File: src/hdl/smdu_pkg.sv
// ---------------------------------------------------------------------------
// smdu_pkg
// Shared types and constants for the serial multiply/divide unit.
// ---------------------------------------------------------------------------
package smdu_pkg;

    localparam int unsigned OPCODE_W  = 2;
    localparam int unsigned BYTE_W    = 8;
    localparam int unsigned WORD_W    = 16;
    localparam int unsigned SHIFT_W   = 24;
    localparam int unsigned MUL_CNT_W = 4;
    localparam int unsigned DIV_CNT_W = 5;

    localparam logic [MUL_CNT_W-1:0] MUL_STEPS = MUL_CNT_W'(8);
    localparam logic [DIV_CNT_W-1:0] DIV_STEPS = DIV_CNT_W'(16);

    typedef enum logic [OPCODE_W-1:0] {
        OP_TICK      = 2'd0,
        OP_START_MUL = 2'd1,
        OP_START_DIV = 2'd2
    } opcode_t;

    typedef struct packed {
        logic [MUL_CNT_W-1:0] mul_steps_left;
        logic [DIV_CNT_W-1:0] div_steps_left;
        logic [WORD_W-1:0]    quotient;
        logic [WORD_W-1:0]    accum;
        logic [SHIFT_W-1:0]   shift;
    } smdu_state_t;

endpackage

File: src/hdl/smdu_step.sv
// ---------------------------------------------------------------------------
// smdu_step
// Next-state logic: applies one word (tick or start) to the unit state.
// ---------------------------------------------------------------------------
module smdu_step (
    input  smdu_pkg::smdu_state_t        cur,
    input  logic [smdu_pkg::OPCODE_W-1:0] opcode,
    input  logic [smdu_pkg::BYTE_W-1:0]   multiplicand,
    input  logic [smdu_pkg::BYTE_W-1:0]   factor_or_divisor,
    input  logic [smdu_pkg::WORD_W-1:0]   dividend,
    output smdu_pkg::smdu_state_t        nxt,
    output logic                          busy
);
    import smdu_pkg::*;

    smdu_state_t        mul_st;
    smdu_state_t        div_st;
    logic [SHIFT_W-1:0] half_shift;
    logic               cur_busy;
    logic               take_sub;

    assign cur_busy = (cur.mul_steps_left != '0) || (cur.div_steps_left != '0);

    // multiply step
    always_comb
    begin
        mul_st = cur;
        if (cur.mul_steps_left != '0)
        begin
            mul_st.mul_steps_left = cur.mul_steps_left - MUL_CNT_W'(1);
            if (cur.quotient[0])
            begin
                mul_st.accum = cur.accum + cur.shift[WORD_W-1:0];
            end
            mul_st.quotient = {1'b0, cur.quotient[WORD_W-1:1]};
            mul_st.shift    = {cur.shift[SHIFT_W-2:0], 1'b0};
        end
    end

    // divide step, after the multiply step
    assign half_shift = {1'b0, mul_st.shift[SHIFT_W-1:1]};
    assign take_sub   = {{(SHIFT_W-WORD_W){1'b0}}, mul_st.accum} >= half_shift;

    always_comb
    begin
        div_st = mul_st;
        if (mul_st.div_steps_left != '0)
        begin
            div_st.div_steps_left = mul_st.div_steps_left - DIV_CNT_W'(1);
            div_st.shift          = half_shift;
            div_st.quotient       = {mul_st.quotient[WORD_W-2:0], take_sub};
            if (take_sub)
            begin
                div_st.accum = mul_st.accum - half_shift[WORD_W-1:0];
            end
        end
    end

    always_comb
    begin
        nxt = cur;
        case (opcode)
            OP_TICK:
            begin
                nxt = div_st;
            end
            OP_START_MUL:
            begin
                if (!cur_busy)
                begin
                    nxt.quotient       = {{(WORD_W-BYTE_W){1'b0}}, multiplicand};
                    nxt.accum          = '0;
                    nxt.shift          = {{(SHIFT_W-BYTE_W){1'b0}}, factor_or_divisor};
                    nxt.mul_steps_left = MUL_STEPS;
                end
            end
            OP_START_DIV:
            begin
                if (!cur_busy)
                begin
                    nxt.accum          = dividend;
                    nxt.shift          = {factor_or_divisor, {(SHIFT_W-BYTE_W){1'b0}}};
                    nxt.div_steps_left = DIV_STEPS;
                end
            end
            default:
            begin
                nxt = cur;
            end
        endcase
    end

    assign busy = (nxt.mul_steps_left != '0) || (nxt.div_steps_left != '0);

endmodule

File: src/hdl/serial_multiply_divide_unit.sv
// ---------------------------------------------------------------------------
// serial_multiply_divide_unit
// Bit-serial 8x8 multiply and 16/8 restoring divide, one step per tick word.
// A result is registered and becomes valid in the cycle after its input word is accepted.
// Throughput: one word per cycle; in_ready stays high while the result
// register is empty or being taken, so stalls come only from out_ready.
// Reset (rst_n, async, active low) clears the unit state and the result
// valid flag.
// ---------------------------------------------------------------------------
module serial_multiply_divide_unit (
    input  logic                            clk,
    input  logic                            rst_n,
    input  logic                            in_valid,
    output logic                            in_ready,
    input  logic [smdu_pkg::OPCODE_W-1:0]   opcode,
    input  logic [smdu_pkg::BYTE_W-1:0]     multiplicand,
    input  logic [smdu_pkg::BYTE_W-1:0]     factor_or_divisor,
    input  logic [smdu_pkg::WORD_W-1:0]     dividend,
    output logic                            out_valid,
    input  logic                            out_ready,
    output logic [smdu_pkg::WORD_W-1:0]     quotient_out,
    output logic [smdu_pkg::WORD_W-1:0]     product_or_remainder,
    output logic                            busy_res
);
    import smdu_pkg::*;

    smdu_state_t       state_reg;
    smdu_state_t       state_next;
    logic              busy_next;
    logic              out_valid_reg;
    logic [WORD_W-1:0] quotient_out_reg;
    logic [WORD_W-1:0] product_reg;
    logic              busy_reg;
    logic              in_accept;

    assign in_ready  = !out_valid_reg || out_ready;
    assign in_accept = in_valid && in_ready;

    smdu_step u_step (
        .cur               (state_reg),
        .opcode            (opcode),
        .multiplicand      (multiplicand),
        .factor_or_divisor (factor_or_divisor),
        .dividend          (dividend),
        .nxt               (state_next),
        .busy              (busy_next)
    );

    always_ff @(posedge clk or negedge rst_n)
    begin
        if (!rst_n)
        begin
            state_reg     <= '0;
            out_valid_reg <= 1'b0;
        end
        else
        begin
            if (in_accept)
            begin
                state_reg <= state_next;
            end
            if (in_accept)
            begin
                out_valid_reg <= 1'b1;
            end
            else if (out_ready)
            begin
                out_valid_reg <= 1'b0;
            end
        end
    end

    always_ff @(posedge clk)
    begin
        if (in_accept)
        begin
            quotient_out_reg <= state_next.quotient;
            product_reg      <= state_next.accum;
            busy_reg         <= busy_next;
        end
    end

    assign out_valid            = out_valid_reg;
    assign quotient_out         = quotient_out_reg;
    assign product_or_remainder = product_reg;
    assign busy_res             = busy_reg;

endmodule

File: config.mk
export PLATFORM = sky130hd
export DESIGN_NAME = serial_multiply_divide_unit
export DESIGN_NICKNAME = d
export VERILOG_FILES = /design/src/hdl/smdu_pkg.sv /design/src/hdl/smdu_step.sv /design/src/hdl/serial_multiply_divide_unit.sv
export SDC_FILE = /design/constraint.sdc
export NUM_CORES = 1
export LEC_CHECK = 0
export ABC_CLOCK_PERIOD_IN_PS = 5670
export BUFFER_PORTS_ARGS = -buffer_cell sky130_fd_sc_hd__buf_2
export CAP_MARGIN = 0
export CORE_ASPECT_RATIO = 0.5
export CORE_MARGIN = 2
export CORE_UTILIZATION = 50
export DETAILED_ROUTE_END_ITERATION = 7
export PLACE_DENSITY = 0.69
export SKIP_LAST_GASP = 1
export SLEW_MARGIN = 20
export SYNTH_ARGS = -nofsm -noshare
export SYNTH_HDL_FRONTEND = slang
export SYNTH_SLANG_ARGS = --single-unit
File: constraint.sdc
create_clock -name clk -period 5.67 [get_ports clk]
set_input_delay 1.4175 -clock clk [delete_from_list [all_inputs] [get_ports clk]]
set_output_delay 1.4175 -clock clk [all_outputs]
set_load 0.1 [all_outputs]
Yosys cells after proc, flatten, opt, wreduce, memory -nomap -nowiden
Index checks and enable logic that the tools add are counted.
{ "word_totals": {"wordCells": 49, "out_inout_bits": 35, "reg_bits": 99} }
{ "op_classes": {"n_lt_le_gt_ge": 1, "n_addsub": 4, "n_eq_ne": 5, "mux": 15, "n_reduce_logical": 14} }
{ "op_table": {"columns": ["op", "count"], "rows": [
  ["$pmux W40 S3", 1],
  ["$mux W56", 2],
  ["$mux W61", 1],
  ["$mux W40", 1],
  ["$mux W16", 2],
  ["$pmux W16 S2", 1],
  ["$ge A16 B23 Y1", 1],
  ["$add A16 B16 Y16", 1],
  ["$sub A16 B16 Y16", 1],
  ["$pmux W5 S2", 1],
  ["$reduce_bool A5 Y1", 2],
  ["$mux W4", 2],
  ["$pmux W4 S2", 1],
  ["$reduce_bool A4 Y1", 2],
  ["$mux W5", 1],
  ["$reduce_and A5 Y1", 1],
  ["$sub A5 B1 Y5 const B", 1],
  ["$ne A2 B2 Y1 const B", 2],
  ["$reduce_and A4 Y1", 1],
  ["$sub A4 B1 Y4 const B", 1],
  ["$logic_or A1 B1 Y1", 3],
  ["$ne A3 B1 Y1 const B", 1],
  ["$reduce_bool A3 Y1", 1],
  ["$eq A2 B1 Y1 const B", 1],
  ["6 further kinds", 7]
]} }

Longest topological paths before layout
Gate-level depths: netlist (run 1).
{ "depth": {"ltp_word": 9, "depth_mapped": 21} }

Modules after synthesis
Synthesis (run 1) repeated with hierarchy kept, for this count alone.
{ "hier_totals": {"hier_cells": 820, "area_unflattened_um2": 7587.3} }
{ "modules_own_cells": {"columns": ["mod", "area_per_inst_um2", "n_inst", "seq_area_each_um2", "cells_each"], "rows": [
  ["smdu_step", 3940.0, 1, 0.0, 645],
  ["serial_multiply_divide_unit", 3647.2, 1, 2642.5, 175]
]} }

Least setup slack after synthesis (run 1)
Ideal clock, no wire load.
{ "synth_timing": {"kind": "flip-flop to flip-flop", "startpoint": "register state_reg[25] (netlist name)", "endpoint": "register product_reg[14], in the netlist product_or_remainder[14], data pin", "t_arrival_ns": 4.255, "required_ns": 5.394, "stages_incl_launch_ff": 18, "setup_ns": 0.276, "n_path_buf": 1, "path_slack_ns": 1.139, "path_cell_list": "dfrtp_1 > ha_1 > a211oi_1 > o21ai_0 > o2111ai_1 > a311oi_1 > or3_1 > and2_1 > xnor2_1 > ha_1 > nand4_1 > or4_1 > and2_1 > a31o_2 > buf_6 > a41o_1 > o221ai_1 > a22oi_1"} }
{ "synth_lines": {"columns": ["element", "line", "rtl"], "rows": [
  ["from (decl)", "serial_multiply_divide_unit.sv:27", "smdu_state_t state_reg;"],
  ["from (signal assigned)", "serial_multiply_divide_unit.sv:60", "state_reg <= state_next;"],
  ["to (signal assigned)", "serial_multiply_divide_unit.sv:78", "product_reg <= state_next.accum;"],
  ["to (decl)", "serial_multiply_divide_unit.sv:32", "logic [WORD_W-1:0] product_reg;"]
]} }

==> metrics.txt, run 1 <==
status finished clean; PD cells 654.8 nW/µm²; Max-cap violations 0; Reg power frac 23.0%; crit-path max cell delay 550 ps; num rows 31; Final Cell Area 8364 µm²; worst-path cell chain ha_1, o211ai_1, o21ai_1, o2111ai_1, a311oi_1, o21ai_0, and2_1, xnor2_1, ha_1, nand4_1, or4_1, and2_1, a31oi_4, buf_4, nand4_1, a31oi_1, a21oi_1; worst min path class reg2reg; leakage about 3.6 nW; Worst Path Required 5770 ps; startpoint types register; DR iter-0 viols 849; worst-margin pin slew 884.8 ps; Buffers on Ports 72; crit end category register; H-tree depth 3; drt total wl 23010 µm; CP max-delay cell or4_1; CP delay by family, top compound AO/OA/AOI/OAI gates; Post-Syn Nets 974; Post-synth ARST share between 60% and 70%; mapped cell area 7570 µm²; clock power share approximately 11%; n_diodes 0; synth warn 0; Antenna Violating Nets Remaining 0; cts repair resizes 0; max reg flops 65; EDFF count, synth 33; part of the cycle the worst path needs 94.42%; Buf+Inv Stages, Crit Path 1; Synth Register Bits 99; CTS tree done; f_max approximately 190 MHz; Sw Share approximately 52%; critical path arrival 5460 ps; number of antenna violations at the first check in global routing 0; Netlist cell types 79; clock buffer count from CTS 9; Area after DPL 8077 µm²; DRC viols 0; RSZ-0062 raised after global routing false; synthesis-to-layout area growth 10.50%; cells after synthesis 901; Power Internal around 2.6 mW; Die Area 16200 µm²; Vias per Instance 6.417; commonest non-fill, non-tap cells in the layout nand2_1, o21ai_0, buf_2; clock sinks 99; layout cell share with drive strength beyond 1 between 15 and 20%; Root Driver clkbuf_16; Slew Limit Fails 0; Die Wd 178.0 µm; Fillers ~1300; largest net degree at the start of global routing between 60 and 70; Main synth FF type dfrtp_1; wire length per cell after detailed routing between 20 and 25 µm; final setup margin between 300 and 400 ps; placed insts 1134; first-pass GRT wire length 36290 µm; post-place setup slack 291.1 ps; worst-path fanout max 9; worst skew pair latency 360 ps; Hold Vio Cnt, Final 0; NetSw 2.851 mW; Logic pwr share 65.8%; placer congestion estimate 0.9791; Seq/Total Area, Yosys 34.91%; io pins 73; HPWL after DPL 16720 µm; slew margin rel. around two fifths; kind of critical path reg2reg; commonest non-fill, non-tap cell in the layout nand2_1; TNS Setup 0 ps; first drt pass iteration count 6; GRT Total Usage 28.68%; worst vdd ir 0.0003853 V; fin crit period 5354 ps; core box area ~15000 µm²; chip height 91.01 µm; Final Skew approximately 5.7 ps; Final Non-Filler Cells approximately 1200; number of global-route vias before repair 6769; Final Setup Violations 0; Nets 1020; GRT overflow 0; Initial Util between 50% and 60%; Hold Buf Count CTS 0; Via Count 7380; setup bufs post-CTS 0; Clk pin slew, worst setup/hold paths 70 ps; CTS max path bufs 2; mean post-synth cell area about 8.4 µm²
-- kinds of logic after synthesis --
group / synth area share [%]
mux: 5.074
buf+inv: 4.578
xor+xnor: 1.388
flops: 34.91
fa+ha+maj: 5.984
simple gates: 18.91
compound gates: 29.16
-- power groups by stage --
stage          logic (mW)  clock network, mW  registers [mW]
2_1_floorplan        2.45                  0            1.56
3_3_place_gp         3.48                  0            1.26
3_5_place_dp         3.52                  0            1.26
4_1_cts              3.54              0.621            1.25
5_1_grt              3.94              0.647            1.29
6_report             3.61              0.612            1.26
-- stage by stage --
stage	hold slack [ps]	util, %	power, mW
3_3_place_gp	493.8	55.23	4.737
4_1_cts	519.7	57.18	5.413
3_5_place_dp	501.5	55.23	4.781
2_1_floorplan	469.0	-	4.006
5_1_grt	567.7	57.20	5.870
6_report	514.5	57.20	5.477
-- worst min-delay path: cells and delay by family (launching register included) --
| kind | cells | cell delay, ps |
|---|---|---|
| flops | 1 | 370 |
| simple gates | 2 | 120 |
-- cell usage after synthesis, types with 5 or more instances --
cell type    n  area [µm²]
o31ai_1      7       52.55
nand2_1    138       518.0
inv_1       25       93.84
o21ai_0     86       430.4
a21oi_1     69       345.3
clkbuf_1    34       127.6
nand3_1     24       120.1
nor2_1      52       195.2
buf_2       13       65.06
ha_1        33       412.9
and3_1      10       62.56
xnor2_1      5       43.79
mux2_2      11       123.9
a21o_1      17       127.6
nor3_1      24       120.1
buf_1        5       18.77
o22ai_1      8       50.05
o21ai_1      7       35.03
a22o_1       8       70.07
a31oi_1     15       93.84
o221ai_1     9       78.83
edfxtp_1    33       991.0
o211ai_1     8       60.06
o2111ai_1    6       52.55
or3_1        5       31.28
o21a_1       8       60.06
dfrtp_1     66        1652
a2bb2oi_1   10       87.58
mux2i_1     23       230.2
xor2_1       7       61.31
a22oi_1     19       142.6
nand4_1     10       62.56
and2_1      11       68.82
nand2b_1     5       31.28
o221a_2      8       90.09
-- area by class of cell --
type                       count  area (µm²)  area share [%]
clock buffer                   9       225.2           2.693
multi-input combinational    721        4589           54.87
tap                          198       247.7           2.962
inverter                      25       93.84           1.122
sequential                    99        2643           31.59
timing repair buffer          91       505.5           6.043
clock inverter                 7       60.06          0.7180
-- layer usage --
metal  vias to the layer above  global-route usage, %  routed length, µm
li1                       3487                      -                  -
met1                      3560                  42.39              10650
met2                       295                  43.41              10070
met3                        38                  4.481               1841
met4                         0                  7.855                449
met5                         -                      0                  0
-- path summary, 6_finish.rpt --
check,slack (ps),startpoint,cells after the start,to
hold / removal,510,state_reg[55],2,state_reg[55]
min in group asynchronous,1080,rst_n,1,state_reg[33]
setup / recovery,320,state_reg[26],17,product_or_remainder[13]
hold reg to reg,510,state_reg[55],2,state_reg[55]
max in group asynchronous,3730,rst_n,2,state_reg[62]
setup reg to reg,320,state_reg[26],17,product_or_remainder[13]
(Power assumes the default switching activity.)
==> run 2: changes to the inputs <==
--- a/config.mk
+++ b/config.mk
@@ -9,7 +9,6 @@
 export BUFFER_PORTS_ARGS = -buffer_cell sky130_fd_sc_hd__buf_2
 export CAP_MARGIN = 0
 export CORE_ASPECT_RATIO = 0.5
-export CORE_MARGIN = 2
 export CORE_UTILIZATION = 50
 export DETAILED_ROUTE_END_ITERATION = 7
 export PLACE_DENSITY = 0.69
==> run 2 against run 1 <==
Maximum frequency is 1.6% higher. Hold slack better by 19 ps. Sequential power hardly changed. Cell count is 0.17% lower. Power is 1.0% lower. Clock-buffer cell count is 1 higher. Register-to-register slack better by 80 ps. Combinational power is 2% lower. Clock skew hardly changed. Wire length is 0.93% lower. Critical path type unchanged. Largest cell class unchanged. Highest routed layer unchanged.
==> metrics.txt, run 2 (synthesis results as in run 1) <==
status finished clean; Die Wd 176.0 µm (-1.1%); Critical R2R Capture product_or_remainder[13]; fin crit period 5270 ps (-83.44 ps); number of global-route vias before repair 6747 (-0.33%); worst-margin pin slew 877.0 ps (-7.816 ps); worst vdd ir 0.0002584 V (-33%); Antenna Violating Nets Remaining 0 (unchanged); n_diodes 0 (unchanged); crit-path max cell delay 550 ps (about the same); crit end category register; worst r2r src state_reg[25]; Root Driver clkbuf_16; clock sinks 99 (unchanged); Buffers on Ports 72 (unchanged); Max-cap violations 0 (unchanged); kind of critical path reg2reg; Vias per Instance 6.416 (about the same); Final Cell Area 8347 µm² (-0.21%); total power 5.420 mW (-1.0%); end point of the critical path product_or_remainder[13]; Slew Limit Fails 0 (unchanged); Die Area 15670 µm² (-3.3%); io pins 73 (unchanged); Hold Vio Cnt, Final 0 (unchanged); CP max-delay cell or4_1; f_max 189.7 MHz (+1.6%); worst-path fanout max 13 (+4); R2R setup slack 400 ps (+80 ps); GRT Total Usage 30.08% (+1.4 points); Nets 1018 (-0.20%); Clk pin slew, worst setup/hold paths 80 ps (about the same); critical path arrival 5370 ps (-90 ps); Fillers 1366 (+1.6%); RSZ-0062 raised after global routing false; worst-path cell chain ha_1, a211oi_1, o21ai_0, o2111ai_1, a311oi_1, or3_1, and2_1, xnor2_1, ha_1, nand4_1, or4_1, and2_1, a31oi_4, buf_4, nand4_1, a31oi_1, a21oi_1; largest net degree at the start of global routing 49 (-25%); core box area 14620 µm² (unchanged); Final Setup Violations 0 (unchanged); cts repair resizes 0 (unchanged); post-layout util 57.08% (-0.12 points); first drt pass iteration count 5 (-1); setup bufs post-CTS 0 (unchanged); Final Skew 6.148 ps (+0.4345 ps); placer congestion estimate 0.9394 (-4.1%); DRC viols 0 (unchanged); PD cells 649.4 nW/µm² (-0.83%); CTS max path bufs 2 (unchanged); worst skew pair latency 350 ps (about the same); commonest non-fill, non-tap cells in the layout nand2_1, o21ai_0, buf_2; synthesis-to-layout area growth 10.26%; HPWL after DPL 16530 µm (-1.1%); layout cell share with drive strength beyond 1 15.05% (-0.18 points); reg2reg path depth 17 (unchanged); H-tree depth 3 (unchanged); num rows 31 (unchanged); wire length per cell after detailed routing 19.86 µm (-0.75%); CTS tree done; number of antenna violations at the first check in global routing 0 (unchanged); DR iter-0 viols 820 (-3.4%); Worst Path Required 5770 ps (about the same); leakage 3.563 nW (-0.35%); first-pass GRT wire length 36330 µm (about the same); TNS Setup 0 ps (unchanged); Initial Util 51.77% (unchanged); Via Count 7366 (-0.19%); Area after DPL 8061 µm² (-0.19%); startpoint types register; chip height 89.01 µm (-2.2%); GRT overflow 0 (unchanged); drt total wl 22800 µm (-0.93%); Hold Buf Count CTS 0 (unchanged); Critical path origin state_reg[25]; commonest non-fill, non-tap cell in the layout nand2_1; clock buffer count from CTS 9 (unchanged); part of the cycle the worst path needs 92.95% (-1.5 points); worst min path class reg2reg; max reg flops 65 (unchanged); slew margin rel. 41.47% (+0.52 points)
run 2: final cells by class:
class	instances	area, µm²	area share (%)
multi-input cells	721	4589	54.98
clock inverters	6	56.30	0.6746
well taps	198	247.7	2.968
clock buffers	10	229.0	2.743
inverters	25	93.84	1.124
repair buffers	89	488.0	5.846
flip-flops and latches	99	2643	31.66
run 2: power by group:
group,internal (mW),leakage [nW],switching (mW)
registers,0.988,1.15,0.264
clock network,0.308,0.137,0.308
logic,1.30,2.27,2.25
total,2.60,3.56,2.82
run 2: worst min-delay path by stage:
stage	startpoint	endpoint	slack, ps	depth (start not counted)
floorplan	state_reg[55]	state_reg[55]	470	2
global placement	state_reg[55]	state_reg[55]	500	2
detailed placement	state_reg[55]	state_reg[55]	520	2
CTS	state_reg[55]	state_reg[55]	540	2
global route	state_reg[55]	state_reg[55]	580	2
finish	state_reg[55]	state_reg[55]	530	2
run 2: routing by layer:
metal / track usage (%) / share of wire [%]
met5: 0 / 0
met1: 41.26 / 45
met3: 6.165 / 7.8
met2: 48.58 / 45
met4: 8.617 / 1.8
run 2: critical path: cells and delay by family, from the launching register on:
kind / cells / cell delay (ps)
adder cells (fa/ha/maj): 2 / 720
buffers and inverters: 1 / 260
AO/OA/AOI/OAI: 7 / 1780
flip-flops: 1 / 440
AND/OR/NAND/NOR: 6 / 1690
XOR/XNOR: 1 / 140
run 2: per-stage QoR:
step	hold WS, ps	cells	setup WS, ps
4_1_cts	539.7	1148	491.8
3_5_place_dp	522.1	1132	523.8
2_1_floorplan	469.0	901	1139
3_3_place_gp	498.6	1132	672.9
5_1_grt	582.7	1148	128.2
6_report	534.0	1148	399.6
==> run 3: changes to the inputs <==
--- a/config.mk
+++ b/config.mk
@@ -9,6 +9,7 @@
 export BUFFER_PORTS_ARGS = -buffer_cell sky130_fd_sc_hd__buf_2
 export CAP_MARGIN = 0
 export CORE_ASPECT_RATIO = 0.5
+export CORE_MARGIN = 5
 export CORE_UTILIZATION = 50
 export DETAILED_ROUTE_END_ITERATION = 7
 export PLACE_DENSITY = 0.69
==> run 3 against run 2 <==
Clock skew increased by 4.3 ps. Sequential share of layout area fell by 0.19 points. Die area rose by 14%. Clock power increased by 2%. Core utilization increased by 0.19 points. Critical path depth up 1. First-iteration DRC count shrank 2.2%. Design area grew 0.60%. Non-clock buffer count up 5. Power up 0.66%. Sequential cell count unchanged. Via count increased by 1.8%. Critical endpoint is now product_or_remainder[8].
==> metrics.txt, run 3 (synthesis results as in run 1) <==
CTS max path bufs 2 (unchanged); WHS Path Cells 2 (unchanged); leakage 3.592 nW (+0.83%); commonest non-fill, non-tap cell in the layout nand2_1; crit-path max cell delay 550 ps (about the same); number of global-route vias before repair 6822 (+1.1%); layout cell share with drive strength beyond 1 15.60% (+0.55 points); Root Driver clkbuf_16; worst min path class reg2reg; Hold Vio Cnt, Final 0 (unchanged); post-place setup slack 501.3 ps (-22.44 ps); worst-path cell chain ha_1, a211oi_1, o21ai_0, buf_4, o2111ai_2, a311oi_1, or3_1, and2_1, xnor2_1, ha_1, nand4_1, or4_1, and2_1, a31oi_4, buf_4, a41oi_1, a211oi_2, nor2_1; drt total wl 23740 µm (+4.1%); Final Setup Violations 0 (unchanged); Worst Path Required 5780 ps (about the same); CTS tree done; hold endpoint state_reg[55]; Via Count 7495 (+1.8%); f_max 195.8 MHz (+3.2%); Fillers 1328 (-2.8%); Final Skew 10.49 ps (+4.338 ps); Initial Util 51.63% (-0.14 points); CP delay by family, top simple AND/OR/NAND/NOR gates; wire length per cell after detailed routing 20.59 µm (+3.7%); GRT overflow 0 (unchanged); HPWL after DPL 17290 µm (+4.6%); CP max-delay cell or4_1; slew margin rel. 36.92% (-4.6 points); Hold Buf Count CTS 0 (unchanged); PD cells 649.8 nW/µm² (about the same); startpoint types register; io pins 73 (unchanged); total power 5.456 mW (+0.66%); Slew Limit Fails 0 (unchanged); Final Non-Filler Cells 1153 (+0.44%); TNS Setup 0 ps (unchanged); Hold Startpoint state_reg[55]; max reg flops 65 (unchanged); Buf+Inv Stages, Crit Path 2 (+1); kind of critical path reg2reg; DRC viols 0 (unchanged); worst-path fanout max 9 (-4); num rows 31 (unchanged); largest net degree at the start of global routing 67 (+37%); Buffers on Ports 72 (unchanged); Clk pin slew, worst setup/hold paths 80 ps (about the same); first-pass GRT wire length 37330 µm (+2.8%); worst skew pair latency 360 ps (about the same); Critical R2R Capture product_or_remainder[8]; clock buffer count from CTS 9 (unchanged); DR iter-0 viols 802 (-2.2%); worst r2r src state_reg[25]; Die Area 17850 µm² (+14%); clock sinks 99 (unchanged); fin crit period 5108 ps (-162.0 ps); worst vdd ir 0.0003167 V (+23%); Vias per Instance 6.500 (+1.3%); Nets 1023 (+0.49%); final setup margin 561.6 ps (+162.0 ps); crit end category register; worst hold margin 519.4 ps (-14.59 ps); H-tree depth 3 (unchanged); part of the cycle the worst path needs 90.09% (-2.9 points); first drt pass iteration count 5 (unchanged); core box area 14660 µm² (+0.27%); n_diodes 0 (unchanged); placed insts 1137 (+0.44%); commonest non-fill, non-tap cells in the layout nand2_1, o21ai_0, buf_2; Final Cell Area 8397 µm² (+0.60%); chip height 97.01 µm (+9.0%); Max-cap violations 0 (unchanged); R2R setup slack 560 ps (+160 ps); Die Wd 184.0 µm (+4.5%); synthesis-to-layout area growth 10.93%; worst-margin pin slew 946.2 ps (+69.22 ps); reg2reg path depth 18 (+1); critical path arrival 5220 ps (-150 ps); Area after DPL 8099 µm² (+0.47%); Antenna Violating Nets Remaining 0 (unchanged); status finished clean; post-layout util 57.27% (+0.19 points); GRT Total Usage 25.88% (-4.2 points); placer congestion estimate 0.9928 (+5.7%); number of antenna violations at the first check in global routing 0 (unchanged); RSZ-0062 raised after global routing false
==> run 3: cell count changes in the layout (fill, tap and decap cells not counted), sizes merged <==
cell and delta:
buf +5, clkinv +3, inv -2, clkinvlp -1
==> run 3: worst max path at each step <==
stage / from / to / slack (ps) / cells after the start
after floorplan: state_reg[25] / product_or_remainder[14] / 1140 / 17
after global placement: state_reg[25] / product_or_remainder[8] / 560 / 18
after detailed placement: state_reg[25] / product_or_remainder[8] / 500 / 18
after CTS: state_reg[25] / product_or_remainder[8] / 460 / 18
after global routing: state_reg[30] / product_or_remainder[9] / 100 / 17
final: state_reg[25] / product_or_remainder[8] / 560 / 18
==> run 3: layout make-up <==
class | instances | area (µm²) | area share, %
Tap cell | 198 | 247.7 | 2.950
Inverter | 25 | 93.84 | 1.118
Timing Repair Buffer | 94 | 525.5 | 6.258
Clock buffer | 10 | 229.0 | 2.727
Multi-Input combinational cell | 721 | 4596 | 54.73
Clock inverter | 6 | 62.56 | 0.7450
Sequential cell | 99 | 2643 | 31.47
==> run 3: layer usage <==
metal,vias up,part of all wire [%],routed length (µm),track usage [%]
met3,45,7.5,1788,4.985
met5,-,0,0,0
li1,3508,-,-,-
met4,0,2.4,577,7.893
met1,3585,46,10960,37.62
met2,357,44,10410,38.88
==> run 3: power breakdown <==
| part | total [mW] | switching, mW | leakage, nW | internal, mW |
|---|---|---|---|---|
| Combinational | 3.57 | 2.24 | 2.30 | 1.33 |
| Sequential | 1.26 | 0.275 | 1.15 | 0.988 |
| Clock | 0.626 | 0.318 | 0.142 | 0.309 |
==> run 3: worst register-to-register path, stage by stage (launching register included) <==
cell and delay, ps:
dfrtp_1 440, ha_1 310, a211oi_1 260, o21ai_0 150
buf_4 170, o2111ai_2 280, a311oi_1 190, or3_1 440
and2_1 210, xnor2_1 130, ha_1 390, nand4_1 130
or4_1 550, and2_1 230, a31oi_4 290, buf_4 260
a41oi_1 70, a211oi_2 290, nor2_1 60
==> run 3: repair_timing <==
| action | 4_1_cts | 5_1_grt |
|---|---|---|
| gates resized for setup | 0 | 1 |
| endpoints found under the setup margin | 0 | 1 |
| buffers inserted | 0 | 0 |
